`src/sv/crl_pkg.sv`:
```
// ----------------------------------------------------------------------------
// crl_pkg: shared types and constants for the client rate limiter
// Field widths, register indexes, action codes, table entry and control
// structures shared by the controller, datapath and configuration block.
// ----------------------------------------------------------------------------
package crl_pkg;

	localparam int CLIENT_COUNT = 64;
	localparam int CLIENT_W     = (CLIENT_COUNT > 1) ? $clog2(CLIENT_COUNT) : 1;
	localparam int CLIENT_IN_W  = 6;

	localparam int ACTION_W = 2;
	localparam int TOKIN_W  = 16;
	localparam int TIME_W   = 48;
	localparam int REQ_W    = 16;
	localparam int REQCNT_W = 17;
	localparam int TOK_W    = 24;
	localparam int ACT_W    = 8;
	localparam int WIN_W    = 32;
	localparam int CFG_IDX_W  = 3;
	localparam int CFG_DATA_W = 32;

	// Action codes
	localparam logic [ACTION_W-1:0] ACT_ADMIT  = 2'd0;
	localparam logic [ACTION_W-1:0] ACT_TCHECK = 2'd1;
	localparam logic [ACTION_W-1:0] ACT_RECORD = 2'd2;

	// Register indexes
	localparam logic [CFG_IDX_W-1:0] REG_REQUEST_LIMIT     = 3'd0;
	localparam logic [CFG_IDX_W-1:0] REG_TOKEN_LIMIT       = 3'd1;
	localparam logic [CFG_IDX_W-1:0] REG_CONCURRENCY_LIMIT = 3'd2;
	localparam logic [CFG_IDX_W-1:0] REG_BURST_ENABLE      = 3'd3;
	localparam logic [CFG_IDX_W-1:0] REG_BURST_ALLOWANCE   = 3'd4;
	localparam logic [CFG_IDX_W-1:0] REG_WINDOW_LENGTH     = 3'd5;

	// Register reset values
	localparam logic [REQ_W-1:0] RST_REQUEST_LIMIT     = 16'd60;
	localparam logic [TOK_W-1:0] RST_TOKEN_LIMIT       = 24'd100000;
	localparam logic [ACT_W-1:0] RST_CONCURRENCY_LIMIT = 8'd4;
	localparam logic [REQ_W-1:0] RST_BURST_ALLOWANCE   = 16'd10;
	localparam logic [WIN_W-1:0] RST_WINDOW_LENGTH     = 32'd60000;

	typedef struct packed {
		logic [REQ_W-1:0] request_limit;
		logic [TOK_W-1:0] token_limit;
		logic [ACT_W-1:0] concurrency_limit;
		logic             burst_enable;
		logic [REQ_W-1:0] burst_allowance;
		logic [WIN_W-1:0] window_length_ms;
	} cfg_t;

	typedef struct packed {
		logic [TIME_W-1:0]   win_start;
		logic                started;
		logic [REQCNT_W-1:0] req_used;
		logic [TOK_W-1:0]    tok_used;
		logic [ACT_W-1:0]    active;
	} entry_t;

	// Controller to datapath commands, one per sequence step
	typedef struct packed {
		logic load;
		logic chk;
		logic upd;
		logic fin;
	} ctrl_cmd_t;

endpackage

```
`src/sv/crl_ctrl.sv`:
```
// ----------------------------------------------------------------------------
// crl_ctrl: sequence controller
// Steps one accepted beat through table read, window check, update and
// result formatting.
// ----------------------------------------------------------------------------
module crl_ctrl import crl_pkg::*; (
	input  logic       clk,
	input  logic       arst_n,
	input  logic       start,
	output logic       busy,
	output ctrl_cmd_t  cmd
);

	typedef enum logic [1:0] {
		ST_IDLE,
		ST_CHK,
		ST_UPD,
		ST_FIN
	} state_t;

	state_t state_q;
	logic   busy_q;

	always_ff @(posedge clk or negedge arst_n) begin
		if (!arst_n) begin
			state_q <= ST_IDLE;
			busy_q  <= 1'b0;
		end else begin
			case (state_q)
				ST_IDLE: begin
					if (start) begin
						state_q <= ST_CHK;
						busy_q  <= 1'b1;
					end
				end
				ST_CHK: state_q <= ST_UPD;
				ST_UPD: state_q <= ST_FIN;
				ST_FIN: begin
					state_q <= ST_IDLE;
					busy_q  <= 1'b0;
				end
				default: begin
					state_q <= ST_IDLE;
					busy_q  <= 1'b0;
				end
			endcase
		end
	end

	always_comb begin
		cmd.load = (state_q == ST_IDLE) && start;
		cmd.chk  = (state_q == ST_CHK);
		cmd.upd  = (state_q == ST_UPD);
		cmd.fin  = (state_q == ST_FIN);
	end

	assign busy = busy_q;

endmodule

```
`config.mk`:
```
export PLATFORM = sky130hd
export DESIGN_NAME = crl_ctrl
export DESIGN_NICKNAME = d
export VERILOG_FILES = /design/src/sv/crl_pkg.sv /design/src/sv/crl_ctrl.sv
export SDC_FILE = /design/constraint.sdc
export NUM_CORES = 1
export LEC_CHECK = 0
export BUFFER_PORTS_ARGS = -buffer_cell sky130_fd_sc_hd__buf_2
export CORE_AREA = 2 2 39 41
export DETAILED_ROUTE_END_ITERATION = 12
export DIE_AREA = 0 0 41 43
export PLACE_DENSITY = 0.45
export SYNTH_ARGS = -nofsm -noshare
export SYNTH_HDL_FRONTEND = slang
export SYNTH_SLANG_ARGS = --single-unit
export TNS_END_PERCENT = 1
```
`constraint.sdc`:
```
create_clock -name clk -period 1.52 [get_ports clk]
set_input_delay 0.304 -clock clk [delete_from_list [all_inputs] [get_ports clk]]
set_output_delay 0.304 -clock clk [all_outputs]
set_load 0.01 [all_outputs]
```
==> results.txt <==
Post-synth design cell area: 231 µm²
Multi-input logic area: 158 µm²
Max-slew violations: 0
Total core area: 1380 µm²
Vias per cell: 3.65
Die width: 41 µm
CTS max path bufs: 2
CP startpoint: state_q[1]$_DFFE_PN0P_
Reg2Reg Launch Point: state_q[0]$_DFFE_PN0P_
DR iter-0 viols: 0
Most common cell in the netlist: ha_1
Clock tree from TritonCTS: done
I/O pins: 8
Syn. warnings: 0
Clk slew on worst S/H paths: 0.04 ns
P_leak: 0.187 nW
Max Freq: 696 MHz
Relative slew slack: 88.2%
Max-Cap Viols: 0
GRT overflow: 0
Required time of the worst setup path: 1.22 ns
Synth cell count leaders: 6 x ha_1, 3 x dfrtp_1, 3 x inv_1, 3 x mux2i_1
Async SR Flop Fraction: 100%
Die area: 1760 µm²
Share of layout cells above drive strength 1: 54.5%
Clock sinks: 3
Top area cells in the synthesized netlist: dfrtp_1 32%, ha_1 32%, mux2i_1 13%
Initial Utilization: 16.7%
Non-filler cells, final: 49
Nets: 43
Maximum vdd drop: 0.000737 V
Startpoint Class: flop
GP Congestion: 0.517
Seq pwr share: 19.6%
#FFs+latches synth: 3
Number of global-route vias before repair: 187
DP Wirelength: 331 µm
Gate power share: 60.9%
Worst-case register-to-register setup slack: 0.29 ns
Dominant synthesized flop cell: dfrtp_1
Final worst-path cycle share: 94.5%
Layout area overhead: 51.4%
First-pass GRT wire length: 828 µm
Drt pass-1 iters: 1
Layout Skew: 0.00282 ns
Syn Nets: 28
Syn_area_per_cell: 12.2 µm²
Synth Instances: 19
Rows: 14
Cells on worst reg2reg path: 4
Initial antenna violation count: 0
Min cycle time layout: 1.44 ns
DRC: 0
Ant diodes: 0
Area leader, netlist: dfrtp_1
Hold Crit Class: input port to async pin
GR Util All Layers: 8.35%
Switching share of power: 38.4%
Power density over the cells: 2140 nW/µm²
PortBufs: 7
Antenna Nets Post-Route: 0
Clock network fraction of total power: 19.5%
Clock Latency Late Sink: 0.24 ns
FF/Latch Area: 75.1 µm²
Cell-internal power: 0.000461 W
Worst R2R End: state_q[1]$_DFFE_PN0P_
Top-area cell type share of the netlist area: 32.4%
Root Driver: clkbuf_4
WL/cell: 10.5 µm
Critical Path End Type: output pin
Fillers: 147
Largest net degree at the start of global routing: 5
Crit path capture: cmd[3]
Slew @ Worst Pin: 0.172 ns
Util after Layout: 25.3%
DRT Wirelength: 515 µm
Status: finished, final reports clean
Placed Instances: 42
H-tree depth: 1
Worst Path Arrival: 1.13 ns
Hold Violations, Final: 0
Post-synth EDFFs: 0
Net Sw Power: 0.000288 W
DR vias: 179
# setup viols final: 0
Seq/Total Area, Yosys: 32.4%
Synth cell types: 8
Crit-path max FO: 3
TritonCTS Buffers: 3
Crit Path Class: flop to output pin
Die height: 43 µm
per-stage QoR:
step	cell area [µm²]	setup slack [ns]	hold WS (ns)	TNS [ns]	total power, W
6_report	350	0.0829	0.388	0	0.000749
5_1_grt	350	-0.00286	0.387	-0.00286	0.000830
4_1_cts	340	0.00147	0.383	0	0.000723
3_5_place_dp	287	0.111	0.104	0	0.000513
3_3_place_gp	287	0.176	0.101	0	0.000486
2_1_floorplan	231	0.240	0.00841	0	0.000416
layout make-up:
cell class	instances	area share, %
flip-flops and latches	3	21.4
repair buffers	10	17.1
well taps	16	5.71
inverters	3	3.21
clock buffers	4	7.50
multi-input cells	13	45.0
placed cells by master (no fill, tap or decap), types with 2 or more instances in the layout:
master and n:
dfrtp_1 3, buf_2 7, buf_4 2, ha_1 5
inv_2 2, mux2i_1 3, clkbuf_4 3
worst min path at each step:
| stage | from | to | cells after the start |
|---|---|---|---|
| 2_1_floorplan | arst_n | busy$_DFFE_PN0P_ | 0 |
| 3_3_place_gp | arst_n | busy$_DFFE_PN0P_ | 1 |
| 3_5_place_dp | arst_n | busy$_DFFE_PN0P_ | 1 |
| 4_1_cts | arst_n | busy$_DFFE_PN0P_ | 2 |
| 5_1_grt | arst_n | state_q[0]$_DFFE_PN0P_ | 2 |
| 6_report | arst_n | busy$_DFFE_PN0P_ | 2 |
repair_timing:
| item | in CTS | in global routing |
|---|---|---|
| endpoints found under the setup margin | 1 | 1 |
| hold buffers | 1 | 0 |
| pin swaps | 0 | 1 |
| hold endpoints to repair | 3 | 0 |
| cloned | 0 | 0 |
| resized for setup | 2 | 2 |
| buffers inserted | 2 | 0 |
per-layer routing:
metal	wire length (µm)	global-route usage, %	vias up	share of wire [%]
met5	0	0	-	0
met4	17	6.00	0	3.3
met3	79	9.42	4	15
met2	211	9.38	11	41
met1	206	8.41	78	40
li1	-	-	86	-
kinds of logic (layout without fill, tap and decap cells):
family | after synthesis | after routing | synth area share (%)
simple gates | 3 | 3 | 10.8
flops | 3 | 3 | 32.4
fa+ha+maj | 6 | 6 | 32.4
mux | 4 | 4 | 19.5
buf+inv | 3 | 17 | 4.86
power groups by stage:
| stage | Clock [W] | Combinational [W] | Sequential (W) |
|---|---|---|---|
| after global placement | 0 | 0.000327 | 0.000159 |
| after floorplan | 0 | 0.000257 | 0.000159 |
| after detailed placement | 0 | 0.000349 | 0.000164 |
| after CTS | 0.000156 | 0.000423 | 0.000145 |
| final | 0.000146 | 0.000456 | 0.000147 |
| after global routing | 0.000168 | 0.000509 | 0.000153 |
critical path, cell delays in order, from the launching register on:
cell	delay, ns
dfrtp_1	0.36
inv_2	0.07
ha_4	0.17
and2_2	0.16
buf_2	0.13
state kept, by name, indices dropped and copies added (netlist names):
register / cells
busy: 1
state_q: 2
Note: power is estimated with default switching activity, not from simulation.
