## src/sv/crl_pkg.sv

```systemverilog
// ----------------------------------------------------------------------------
// crl_pkg: shared types and constants for the client rate limiter
// Field widths, register indexes, action codes, table entry and control
// structures shared by the controller, datapath and configuration block.
// ----------------------------------------------------------------------------
package crl_pkg;

	localparam int CLIENT_COUNT = 64;
	localparam int CLIENT_W     = (CLIENT_COUNT > 1) ? $clog2(CLIENT_COUNT) : 1;
	localparam int CLIENT_IN_W  = 6;

	localparam int ACTION_W = 2;
	localparam int TOKIN_W  = 16;
	localparam int TIME_W   = 48;
	localparam int REQ_W    = 16;
	localparam int REQCNT_W = 17;
	localparam int TOK_W    = 24;
	localparam int ACT_W    = 8;
	localparam int WIN_W    = 32;
	localparam int CFG_IDX_W  = 3;
	localparam int CFG_DATA_W = 32;

	// Action codes
	localparam logic [ACTION_W-1:0] ACT_ADMIT  = 2'd0;
	localparam logic [ACTION_W-1:0] ACT_TCHECK = 2'd1;
	localparam logic [ACTION_W-1:0] ACT_RECORD = 2'd2;

	// Register indexes
	localparam logic [CFG_IDX_W-1:0] REG_REQUEST_LIMIT     = 3'd0;
	localparam logic [CFG_IDX_W-1:0] REG_TOKEN_LIMIT       = 3'd1;
	localparam logic [CFG_IDX_W-1:0] REG_CONCURRENCY_LIMIT = 3'd2;
	localparam logic [CFG_IDX_W-1:0] REG_BURST_ENABLE      = 3'd3;
	localparam logic [CFG_IDX_W-1:0] REG_BURST_ALLOWANCE   = 3'd4;
	localparam logic [CFG_IDX_W-1:0] REG_WINDOW_LENGTH     = 3'd5;

	// Register reset values
	localparam logic [REQ_W-1:0] RST_REQUEST_LIMIT     = 16'd60;
	localparam logic [TOK_W-1:0] RST_TOKEN_LIMIT       = 24'd100000;
	localparam logic [ACT_W-1:0] RST_CONCURRENCY_LIMIT = 8'd4;
	localparam logic [REQ_W-1:0] RST_BURST_ALLOWANCE   = 16'd10;
	localparam logic [WIN_W-1:0] RST_WINDOW_LENGTH     = 32'd60000;

	typedef struct packed {
		logic [REQ_W-1:0] request_limit;
		logic [TOK_W-1:0] token_limit;
		logic [ACT_W-1:0] concurrency_limit;
		logic             burst_enable;
		logic [REQ_W-1:0] burst_allowance;
		logic [WIN_W-1:0] window_length_ms;
	} cfg_t;

	typedef struct packed {
		logic [TIME_W-1:0]   win_start;
		logic                started;
		logic [REQCNT_W-1:0] req_used;
		logic [TOK_W-1:0]    tok_used;
		logic [ACT_W-1:0]    active;
	} entry_t;

	// Controller to datapath commands, one per sequence step
	typedef struct packed {
		logic load;
		logic chk;
		logic upd;
		logic fin;
	} ctrl_cmd_t;

endpackage

```

## src/sv/crl_cfg.sv

```systemverilog
// ----------------------------------------------------------------------------
// crl_cfg: configuration register file
// Holds the six limit registers, written through a plain indexed write port.
// ----------------------------------------------------------------------------
module crl_cfg import crl_pkg::*; (
	input  logic                  clk,
	input  logic                  arst_n,
	input  logic                  cfg_we,
	input  logic [CFG_IDX_W-1:0]  cfg_idx,
	input  logic [CFG_DATA_W-1:0] cfg_wdata,
	output cfg_t                  cfg
);

	cfg_t cfg_q;

	always_ff @(posedge clk or negedge arst_n) begin
		if (!arst_n) begin
			cfg_q.request_limit     <= RST_REQUEST_LIMIT;
			cfg_q.token_limit       <= RST_TOKEN_LIMIT;
			cfg_q.concurrency_limit <= RST_CONCURRENCY_LIMIT;
			cfg_q.burst_enable      <= 1'b0;
			cfg_q.burst_allowance   <= RST_BURST_ALLOWANCE;
			cfg_q.window_length_ms  <= RST_WINDOW_LENGTH;
		end else if (cfg_we) begin
			case (cfg_idx)
				REG_REQUEST_LIMIT:     cfg_q.request_limit     <= cfg_wdata[REQ_W-1:0];
				REG_TOKEN_LIMIT:       cfg_q.token_limit       <= cfg_wdata[TOK_W-1:0];
				REG_CONCURRENCY_LIMIT: cfg_q.concurrency_limit <= cfg_wdata[ACT_W-1:0];
				REG_BURST_ENABLE:      cfg_q.burst_enable      <= cfg_wdata[0];
				REG_BURST_ALLOWANCE:   cfg_q.burst_allowance   <= cfg_wdata[REQ_W-1:0];
				REG_WINDOW_LENGTH:     cfg_q.window_length_ms  <= cfg_wdata[WIN_W-1:0];
				default: ;
			endcase
		end
	end

	assign cfg = cfg_q;

endmodule

```

## config.mk

```make
export PLATFORM = sky130hd
export DESIGN_NAME = crl_cfg
export DESIGN_NICKNAME = d
export VERILOG_FILES = /design/src/sv/crl_pkg.sv /design/src/sv/crl_cfg.sv
export SDC_FILE = /design/constraint.sdc
export NUM_CORES = 1
export LEC_CHECK = 0
export ABC_CLOCK_PERIOD_IN_PS = 1300
export BUFFER_PORTS_ARGS = -buffer_cell sky130_fd_sc_hd__buf_2
export CAP_MARGIN = 5
export CORE_MARGIN = 5
export CORE_UTILIZATION = 40
export DETAILED_ROUTE_END_ITERATION = 10
export GPL_TIMING_DRIVEN = 1
export PLACE_DENSITY_LB_ADDON = 0.12
export SETUP_SLACK_MARGIN = 0.2
export SLEW_MARGIN = 20
export SYNTH_ARGS = -nofsm -noshare
export SYNTH_HDL_FRONTEND = slang
export SYNTH_SLANG_ARGS = --single-unit
```

## constraint.sdc

```tcl
create_clock -name clk -period 1.3 [get_ports clk]
set_input_delay 0.195 -clock clk [delete_from_list [all_inputs] [get_ports clk]]
set_output_delay 0.195 -clock clk [all_outputs]
set_load 0.01 [all_outputs]
```

==> results of run 1 <==
==> synth_stat cells <==
master    number  area [um2]
nor4bb_1       3        30.0
buf_4          1        7.51
dfstp_2       20         526
mux2_2        76         856
nand4b_1       2        17.5
nor4b_4        1        23.8
mux2_1        21         236
dfrtp_1       77        1930
buf_2          6        30.0
buf_6          3        33.8
==> where the power goes <==
part,switching [mW],internal [mW],leakage (nW)
logic,0.997,1.62,1.37
clock network,1.02,0.898,0.101
registers,0.397,3.78,1.13
total,2.41,6.30,2.61
==> routing by layer <==
metal | share of wire (%) | GRT usage, %
met4 | 0.78 | 3.89
met3 | 5.4 | 4.37
met5 | 0 | 0
met1 | 46 | 21.3
met2 | 48 | 24.0
==> final cells by class <==
type	count	area share (%)
flip-flops and latches	97	45.3
multi-input cells	103	24.3
repair buffers	173	24.2
well taps	111	2.57
clock buffers	10	2.36
clock inverters	6	1.23
==> cell families (layout without fill, tap and decap cells) <==
family,after synthesis,in the layout,share of synthesized area [%]
mux,97,97,29.6
flops,97,97,66.5
buf+inv,10,189,1.93
simple gates,6,6,1.93
==> timing repair <==
| action | CTS | global route |
|---|---|---|
| buffers inserted | 11 | 16 |
| gates cloned | 0 | 2 |
| endpoints found under the hold margin | 19 | 0 |
| resized for setup | 23 | 15 |
| hold buffers | 1 | 0 |
| pin swaps | 0 | 1 |
| endpoints found under the setup margin | 50 | 98 |
==> metrics by stage <==
step / power [mW] / hold slack (ns) / util, %
detailed placement: 6.27 / 0.115 / 51.8
finish: 8.71 / 0.0739 / 59.4
CTS: 8.55 / 0.0541 / 56.5
global placement: 6.23 / 0.115 / 51.8
floorplan: 5.23 / -0.101 / -
global route: 9.20 / 0.0556 / 59.4
==> final timing paths <==
path	startpoint	to	slack, ns
max	cfg[73]	cfg[73]	0.1
min	cfg_wdata[28]	cfg[28]	0.07
max reg2reg	cfg[78]	cfg[78]	0.31
min reg2reg	cfg[82]	cfg[82]	0.49
max in group asynchronous	arst_n	cfg[33]	0.44
min in group asynchronous	arst_n	cfg[71]	0.27
==> results.py, run 1 <==
metrics = {
    "outcome": {
        "status": "finished clean",
    },
    "synthesis": {
        "ys_types": 10,
        "synth_area_um2": 3690,
        "yosys_register_bits": 97,
        "syn_inst": 210,
        "yosys_warnings": 0,
        "synth_nets": 248,
        "ys_seq_area_share_pct": 66.5,
        "syn_avg_cell_area_um2": 17.6,
    },
    "die": {
        "std_cell_rows": 35,
        "die_h_um": 106,
        "dieArea_um2": 11200,
        "io_pins": 135,
        "coreArea_um2": 9110,
        "die_x_um": 106,
        "initial_core_util_pct": 40.5,
    },
    "worst_setup_path": {
        "crit_path_max_fanout": 2,
        "cp_cell_sequence": "buf_6",
        "end_kind": "primary output",
        "startpoint_type": "flop",
        "worstPathArrival_ns": 1.01,
        "crit_slowest_cell": "dfstp_2",
        "crit_cells": 1,
        "crit_buf_inv": 1,
        "worstSetupPathType": "reg -> out",
        "r2r_cells": 3,
        "cpLargestDelayFamily": "flip-flops",
        "critPathRequiredTime_ns": 1.11,
        "max_stage_delay_ns": 0.55,
    },
    "layout": {
        "syn_to_final_growth_pct": 46.7,
        "layout_commonest_cell": "buf_2",
        "num-fill-cells": 769,
        "n_antenna_cell": 0,
        "final_cell_area_um2": 5410,
        "nets": 422,
        "layout_common_cells": "buf_2 (96), dfrtp_1 (77), mux2_2 (57)",
        "drive_gt1_share_pct": 76.6,
        "multi_input_area_um2": 1310,
        "regArea_um2": 2450,
        "stdcell_count": 500,
        "largest_register_ffs": 97,
    },
    "timing": {
        "fin_crit_ns": 1.20,
        "tns_ns": 0,
        "report.final.hold_viol_count": 0,
        "fin_crit_sh_pct": 92.5,
        "maxSlewHeadroom_pct": 78.9,
        "setup_viol": 0,
        "rsz0062_at_grt": "yes",
        "worst_clock_skew_ns": 0,
        "maxSlewViolCount": 0,
        "worst_slack_ns": 0.0976,
        "worst_slew_pin_slew_ns": 0.317,
        "fmax_ghz": 0.832,
    },
    "global_routing": {
        "grt_pass1_vias": 2521,
        "antenna_found_initial": 0,
        "grt_max_degree": 42,
        "grt_pass1_wl_um": 13500,
        "grt_remaining_overflow": 0,
        "grt.total_usage_pct": 15.4,
    },
    "drt": {
        "ant_nets": 0,
        "drt_first_pass_iters": 4,
        "viasPerCell": 4.82,
        "dr_total_vias": 2409,
        "drtIter0Drc": 39,
        "drc": 0,
        "avgRoutedWirePerCell_um": 17.4,
        "totalWireLength_um": 8690,
    },
    "place": {
        "dp_cells": 454,
        "io_buffer_count": 134,
        "place_hpwl_um": 5880,
        "gp_congestion": 0.725,
        "post-place-ws_ns": -0.158,
        "dpl_cell_area_um2": 4720,
    },
    "clocking": {
        "cts_buffers": 9,
        "tritoncts": "done",
        "htree_levels": 3,
        "insertion_delay_ns": 0.34,
        "clkTransAtPathRegs_ns": 0.10,
        "clockBufferDepth": 2,
        "clock-sinks": 97,
        "root_buffer": "clkbuf_8",
    },
    "power_and_ir_drop": {
        "leakage_nw": 2.61,
        "peakVddDrop_uv": 755,
        "p_per_area_nw_per_um2": 1610,
    },
    "worst_hold_path": {
        "hold_path_class": "in -> reg",
        "whs_path_depth": 2,
    },
    "job": {
        "cap_violations": 0,
    },
}
Power figures use the tool's default switching activity.
==> run 2, diff against run 1 <==
--- a/config.mk
+++ b/config.mk
@@ -8,8 +8,10 @@
 export ABC_CLOCK_PERIOD_IN_PS = 1300
 export BUFFER_PORTS_ARGS = -buffer_cell sky130_fd_sc_hd__buf_2
 export CAP_MARGIN = 5
+export CELL_PAD_IN_SITES_DETAIL_PLACEMENT = 2
+export CELL_PAD_IN_SITES_GLOBAL_PLACEMENT = 2
 export CORE_MARGIN = 5
-export CORE_UTILIZATION = 40
+export CORE_UTILIZATION = 36
 export DETAILED_ROUTE_END_ITERATION = 10
 export GPL_TIMING_DRIVEN = 1
 export PLACE_DENSITY_LB_ADDON = 0.12
==> run 2 against run 1 <==
Count of clock-buffer cells in the layout rose by 3. Largest cell class unchanged. Flip-flop and latch count did not move. Register-to-register slack got worse by 0.06 ns. Combinational power rose by 13%. Non-clock buffer count rose by 20. Critical path type unchanged.
==> results.py, run 2 (synthesized netlist as in run 1, its figures left out) <==
metrics = {
    "outcome": {
        "status": "finished clean",
    },
    "clocking": {
        "cts_buffers": 9,
        "clock-sinks": 97,
        "root_buffer": "clkbuf_8",
        "clkTransAtPathRegs_ns": 0.09,
        "tritoncts": "done",
        "insertion_delay_ns": 0.34,
        "clockBufferDepth": 2,
        "htree_levels": 3,
    },
    "global_routing": {
        "grt_max_degree": 43,
        "grt_remaining_overflow": 0,
        "antenna_found_initial": 1,
        "grt.total_usage_pct": 17.3,
        "grt_pass1_wl_um": 16600,
        "grt_pass1_vias": 2903,
    },
    "worst_setup_path": {
        "cpLargestDelayFamily": "flip-flops",
        "worstPathArrival_ns": 1.01,
        "timing.rr.start": "cfg[71]",
        "worstSetupPathType": "reg -> out",
        "crit_cells": 1,
        "crit_path_max_fanout": 2,
        "crit_slowest_cell": "dfstp_2",
        "crit_buf_inv": 1,
        "worstSetupStartpoint": "cfg[14]",
        "r2r_cells": 3,
        "max_stage_delay_ns": 0.56,
        "cp_cell_sequence": "buf_6",
        "end_kind": "primary output",
        "critPathRequiredTime_ns": 1.11,
        "startpoint_type": "flop",
    },
    "die": {
        "die_h_um": 111,
        "coreArea_um2": 10100,
        "dieArea_um2": 12400,
        "die_x_um": 111,
        "io_pins": 135,
        "std_cell_rows": 37,
        "initial_core_util_pct": 36.4,
    },
    "place": {
        "io_buffer_count": 134,
        "dp_cells": 479,
        "gp_congestion": 0.676,
        "place_hpwl_um": 6950,
    },
    "timing": {
        "worst_slew_pin_slew_ns": 0.304,
        "fmax_ghz": 0.827,
        "fin_crit_ns": 1.21,
        "maxSlewHeadroom_pct": 79.6,
        "fin_crit_sh_pct": 93.0,
        "maxSlewViolCount": 0,
        "worst_clock_skew_ns": 0,
        "rsz0062_at_grt": "yes",
        "setup_viol": 0,
        "report.final.hold_viol_count": 0,
    },
    "drt": {
        "dr_total_vias": 2521,
        "viasPerCell": 4.63,
        "avgRoutedWirePerCell_um": 20.3,
        "ant_nets": 0,
        "drc": 0,
        "drtIter0Drc": 62,
        "totalWireLength_um": 11100,
        "drt_first_pass_iters": 3,
    },
    "layout": {
        "drive_gt1_share_pct": 77.0,
        "n_antenna_cell": 0,
        "regArea_um2": 2450,
        "layout_commonest_cell": "buf_2",
        "post-route-util_pct": 55.6,
        "nets": 442,
        "stdcell_count": 545,
        "syn_to_final_growth_pct": 52.9,
        "layout_common_cells": "buf_2 (88), dfrtp_1 (77), mux2_2 (57)",
        "num-fill-cells": 929,
        "largest_register_ffs": 97,
        "multi_input_area_um2": 1310,
    },
    "worst_hold_path": {
        "whs_path_depth": 2,
        "hold_path_class": "in -> reg",
        "hp-start": "cfg_wdata[26]",
    },
    "power_and_ir_drop": {
        "peakVddDrop_uv": 755,
        "leakage_nw": 2.72,
        "p_per_area_nw_per_um2": 1640,
    },
    "job": {
        "cap_violations": 0,
    },
}
-- run 2: final timing paths --
| path | end | slack (ns) |
|---|---|---|
| min in group asynchronous | cfg[27] | 0.25 |
| min reg2reg | cfg[93] | 0.49 |
| max in group asynchronous | cfg[35] | 0.48 |
| max | cfg[14] | 0.09 |
| min | cfg[26] | 0.07 |
| max reg2reg | cfg[71] | 0.25 |
-- run 2: layout make-up --
cell class / instances / area share, %
multi-input cells: 103 / 23.3
clock inverters: 3 / 1.15
well taps: 136 / 3.02
clock buffers: 13 / 2.46
repair buffers: 193 / 26.6
flip-flops and latches: 97 / 43.5
-- run 2: through the flow --
stage	TNS [ns]	instance area, um2	hold slack, ns	worst slack (ns)	total power, mW
floorplan	0	3820	-0.101	0.0284	5.23
global placement	-6.62	4760	0.0836	-0.137	6.25
detailed placement	-9.20	4760	0.0869	-0.189	6.35
CTS	0	5390	0.0430	0.0670	9.06
global route	0	5640	0.0401	0.0369	9.77
finish	0	5640	0.0673	0.0910	9.26
-- run 2: repair_timing --
| item | CTS | global route |
|---|---|---|
| endpoints found under the setup margin | 77 | 106 |
| pin swaps | 0 | 1 |
| hold buffers | 1 | 0 |
| resized for setup | 38 | 15 |
| setup buffers | 28 | 19 |
| endpoints found under the hold margin | 39 | 0 |
| gates cloned | 0 | 2 |
-- run 2: report_power, final --
part / total [mW] / internal (mW) / leakage (nW) / switching (mW)
sequential: 4.22 / 3.78 / 1.13 / 0.436
clock: 2.07 / 1.09 / 0.102 / 0.988
combinational: 2.97 / 1.84 / 1.49 / 1.13
total: 9.26 / 6.71 / 2.72 / 2.55
-- run 2: per-layer routing --
metal  up-vias  track usage, %  share of wire (%)
met4         2            3.65               0.72
met3         8            6.55                6.0
met5         -               0               0.10
li1       1130               -                  -
met2        75            29.8                 53
met1      1306            20.8                 40
==> run 3, diff against run 2 <==
--- a/config.mk
+++ b/config.mk
@@ -5,13 +5,14 @@
 export SDC_FILE = /design/constraint.sdc
 export NUM_CORES = 1
 export LEC_CHECK = 0
+export ABC_AREA = 1
 export ABC_CLOCK_PERIOD_IN_PS = 1300
 export BUFFER_PORTS_ARGS = -buffer_cell sky130_fd_sc_hd__buf_2
 export CAP_MARGIN = 5
 export CELL_PAD_IN_SITES_DETAIL_PLACEMENT = 2
 export CELL_PAD_IN_SITES_GLOBAL_PLACEMENT = 2
 export CORE_MARGIN = 5
-export CORE_UTILIZATION = 36
+export CORE_UTILIZATION = 31
 export DETAILED_ROUTE_END_ITERATION = 10
 export GPL_TIMING_DRIVEN = 1
 export PLACE_DENSITY_LB_ADDON = 0.12
==> run 3 against run 2 <==
Worst hold slack got worse by 0.025 ns. Register-to-register slack better by 0.12 ns. Combinational power is 22% lower. Cell area is 0.84% lower. Critical path depth is the same. Worst setup slack got worse by 0.0040 ns. Clock skew unchanged. Flip-flop and latch count did not move. Final cell count rose by 43%. Sequential share of layout area rose by 0.37 points. Total power decreased by 1.2%. Wire length increased by 27%. Critical endpoint is now cfg[85]. Largest power group unchanged.
==> results.py, run 3 <==
metrics = {
    "synthesis": {
        "synth_area_um2": 3930,
        "yosysTopAreaCellShare_pct": 49.0,
        "yosysMostFrequentCell": "nand2_1",
        "synthTopCellsByArea": "dfrtp_1 (49%), nand2_1 (21%), dfstp_2 (13%), nand3_1 (8.3%), buf_6 (1.7%)",
        "async_flop_share_pct": 100,
        "ys_types": 15,
        "ys_seq_area_share_pct": 62.4,
        "synth_enable_flop_cells": 0,
        "yosys_register_bits": 97,
        "synth_ff_type": "dfrtp_1",
        "synth_commonest_cells": "nand2_1 (225), dfrtp_1 (77), nand3_1 (65), dfstp_2 (20)",
        "syn_avg_cell_area_um2": 9.18,
        "yosys_warnings": 0,
        "yosys.area.top_type": "dfrtp_1",
        "synth_nets": 466,
        "syn_inst": 428,
    },
    "timing": {
        "maxSlewHeadroom_pct": 72.1,
        "setup_viol": 0,
        "fmax_ghz": 0.824,
        "fin_crit_sh_pct": 93.3,
        "report.final.hold_viol_count": 0,
        "hold-worst-slack_ns": 0.0427,
        "worst_clock_skew_ns": 0,
        "worst_slew_pin_slew_ns": 0.418,
        "maxSlewViolCount": 0,
        "rsz0062_at_grt": "yes",
        "worst_slack_ns": 0.0871,
        "tns_ns": 0,
        "fin_crit_ns": 1.21,
    },
    "place": {
        "io_buffer_count": 134,
        "post-place-ws_ns": 0.0905,
        "dpl_cell_area_um2": 4830,
        "place_hpwl_um": 9580,
        "gp_congestion": 0.737,
    },
    "worst_setup_path": {
        "critPathRequiredTime_ns": 1.11,
        "worstPathArrival_ns": 1.02,
        "crit_buf_inv": 1,
        "cpLargestDelayFamily": "flip-flops",
        "worstSetupPathType": "reg -> out",
        "r2r-end": "cfg[35]",
        "crit_path_max_fanout": 2,
        "max_stage_delay_ns": 0.56,
        "crit_slowest_cell": "dfstp_2",
        "r2r_setup_slack_ns": 0.37,
        "r2r_cells": 4,
        "startpoint_type": "flop",
        "crit_cells": 1,
        "timing.rr.start": "cfg[35]",
        "cp_cell_sequence": "buf_6",
        "end_kind": "primary output",
    },
    "die": {
        "std_cell_rows": 41,
        "dieArea_um2": 15000,
        "coreArea_um2": 12500,
        "die_h_um": 123,
        "initial_core_util_pct": 31.4,
        "die_x_um": 123,
        "io_pins": 135,
    },
    "clocking": {
        "root_buffer": "clkbuf_16",
        "tritoncts": "done",
        "cts_buffers": 9,
        "clockBufferDepth": 2,
        "clock-sinks": 97,
        "htree_levels": 3,
        "clkTransAtPathRegs_ns": 0.07,
        "insertion_delay_ns": 0.35,
    },
    "global_routing": {
        "grt_pass1_wl_um": 21700,
        "antenna_found_initial": 0,
        "grt_remaining_overflow": 0,
        "grt_max_degree": 33,
        "grt.total_usage_pct": 19.1,
        "grt_pass1_vias": 4027,
    },
    "layout": {
        "layout_commonest_cell": "nand2_1",
        "n_antenna_cell": 0,
        "final_cell_area_um2": 5590,
        "layout_common_cells": "nand2_1 (225), buf_2 (101), dfrtp_1 (77)",
        "drive_gt1_share_pct": 38.6,
        "regArea_um2": 2450,
        "post-route-util_pct": 44.7,
        "syn_to_final_growth_pct": 42.3,
        "nets": 639,
        "largest_register_ffs": 97,
        "num-fill-cells": 1406,
        "multi_input_area_um2": 1300,
    },
    "job": {
        "cap_violations": 0,
    },
    "drt": {
        "drc": 0,
        "ant_nets": 0,
        "viasPerCell": 4.65,
        "dr_total_vias": 3615,
        "drtIter0Drc": 102,
        "avgRoutedWirePerCell_um": 18.0,
        "drt_first_pass_iters": 4,
        "totalWireLength_um": 14000,
    },
    "outcome": {
        "status": "finished clean",
    },
    "worst_hold_path": {
        "whs_path_depth": 3,
        "min_to": "cfg[25]",
        "hold_path_class": "in -> reg",
        "hp-start": "cfg_wdata[25]",
    },
    "power_and_ir_drop": {
        "leakage_nw": 3.12,
        "peakVddDrop_uv": 726,
        "p_per_area_nw_per_um2": 1640,
    },
}
run 3: changes by cell type after synthesis, moves of 3 or more:
| cell | delta |
|---|---|
| nor4bb_1 | -3 |
| buf_4 | +5 |
| nand2_2 | +8 |
| mux2_2 | -76 |
| buf_6 | +3 |
| nand2_1 | +225 |
| nand3_1 | +65 |
| mux2_1 | -21 |
| inv_2 | +3 |
| nor2_4 | +3 |
run 3: final cells by class:
type / instances / share of cell area (%)
clock inverter: 2 / 0.627
tap: 172 / 3.85
multi-input combinational: 305 / 23.3
timing repair buffer: 183 / 23.1
clock buffer: 14 / 4.90
inverter: 5 / 0.336
sequential: 97 / 43.9
run 3: repair_timing:
action                                  4_1_cts  5_1_grt
endpoints found under the setup margin       32       64
hold buffers                                  1        0
gates resized for setup                      25       14
setup buffers                                11       21
hold endpoints to repair                     17        0
run 3: stage by stage:
step / power, mW / cells
2_1_floorplan: 4.86 / 428
4_1_cts: 9.01 / 757
3_5_place_dp: 5.92 / 729
3_3_place_gp: 5.83 / 729
5_1_grt: 9.67 / 778
6_report: 9.15 / 778
run 3: worst reg2reg max path: cells and delay by family (launching register included):
family | cells | cell delay [ns]
buf+inv | 2 | 0.20
flops | 1 | 0.56
simple gates | 2 | 0.12
run 3: routing by layer:
metal / GRT usage [%] / share of wire (%)
met5: 0 / 0
met1: 23.6 / 42
met2: 32.7 / 51
met4: 6.72 / 1.4
met3: 4.61 / 6.0
run 3: report_power, final:
part | leakage, nW | switching (mW) | internal (mW) | total [mW]
registers | 1.18 | 0.373 | 3.67 | 4.05
logic | 1.79 | 1.18 | 1.14 | 2.32
clock network | 0.153 | 1.14 | 1.65 | 2.79
total | 3.12 | 2.69 | 6.46 | 9.15
run 3: worst max path at each step:
| stage | slack, ns | from | endpoint |
|---|---|---|---|
| 6_report | 0.09 | cfg[85] | cfg[85] |
| 5_1_grt | 0.07 | cfg[85] | cfg[85] |
| 3_5_place_dp | 0.09 | cfg_idx[0] | cfg[75] |
| 3_3_place_gp | 0.15 | cfg_idx[0] | cfg[59] |
| 2_1_floorplan | 0.38 | cfg_we | cfg[74] |
| 4_1_cts | 0.08 | cfg[85] | cfg[85] |
run 3: cell families after synthesis:
family,synth area share (%)
buffers and inverters,4.46
flip-flops,62.4
AND/OR/NAND/NOR,33.1
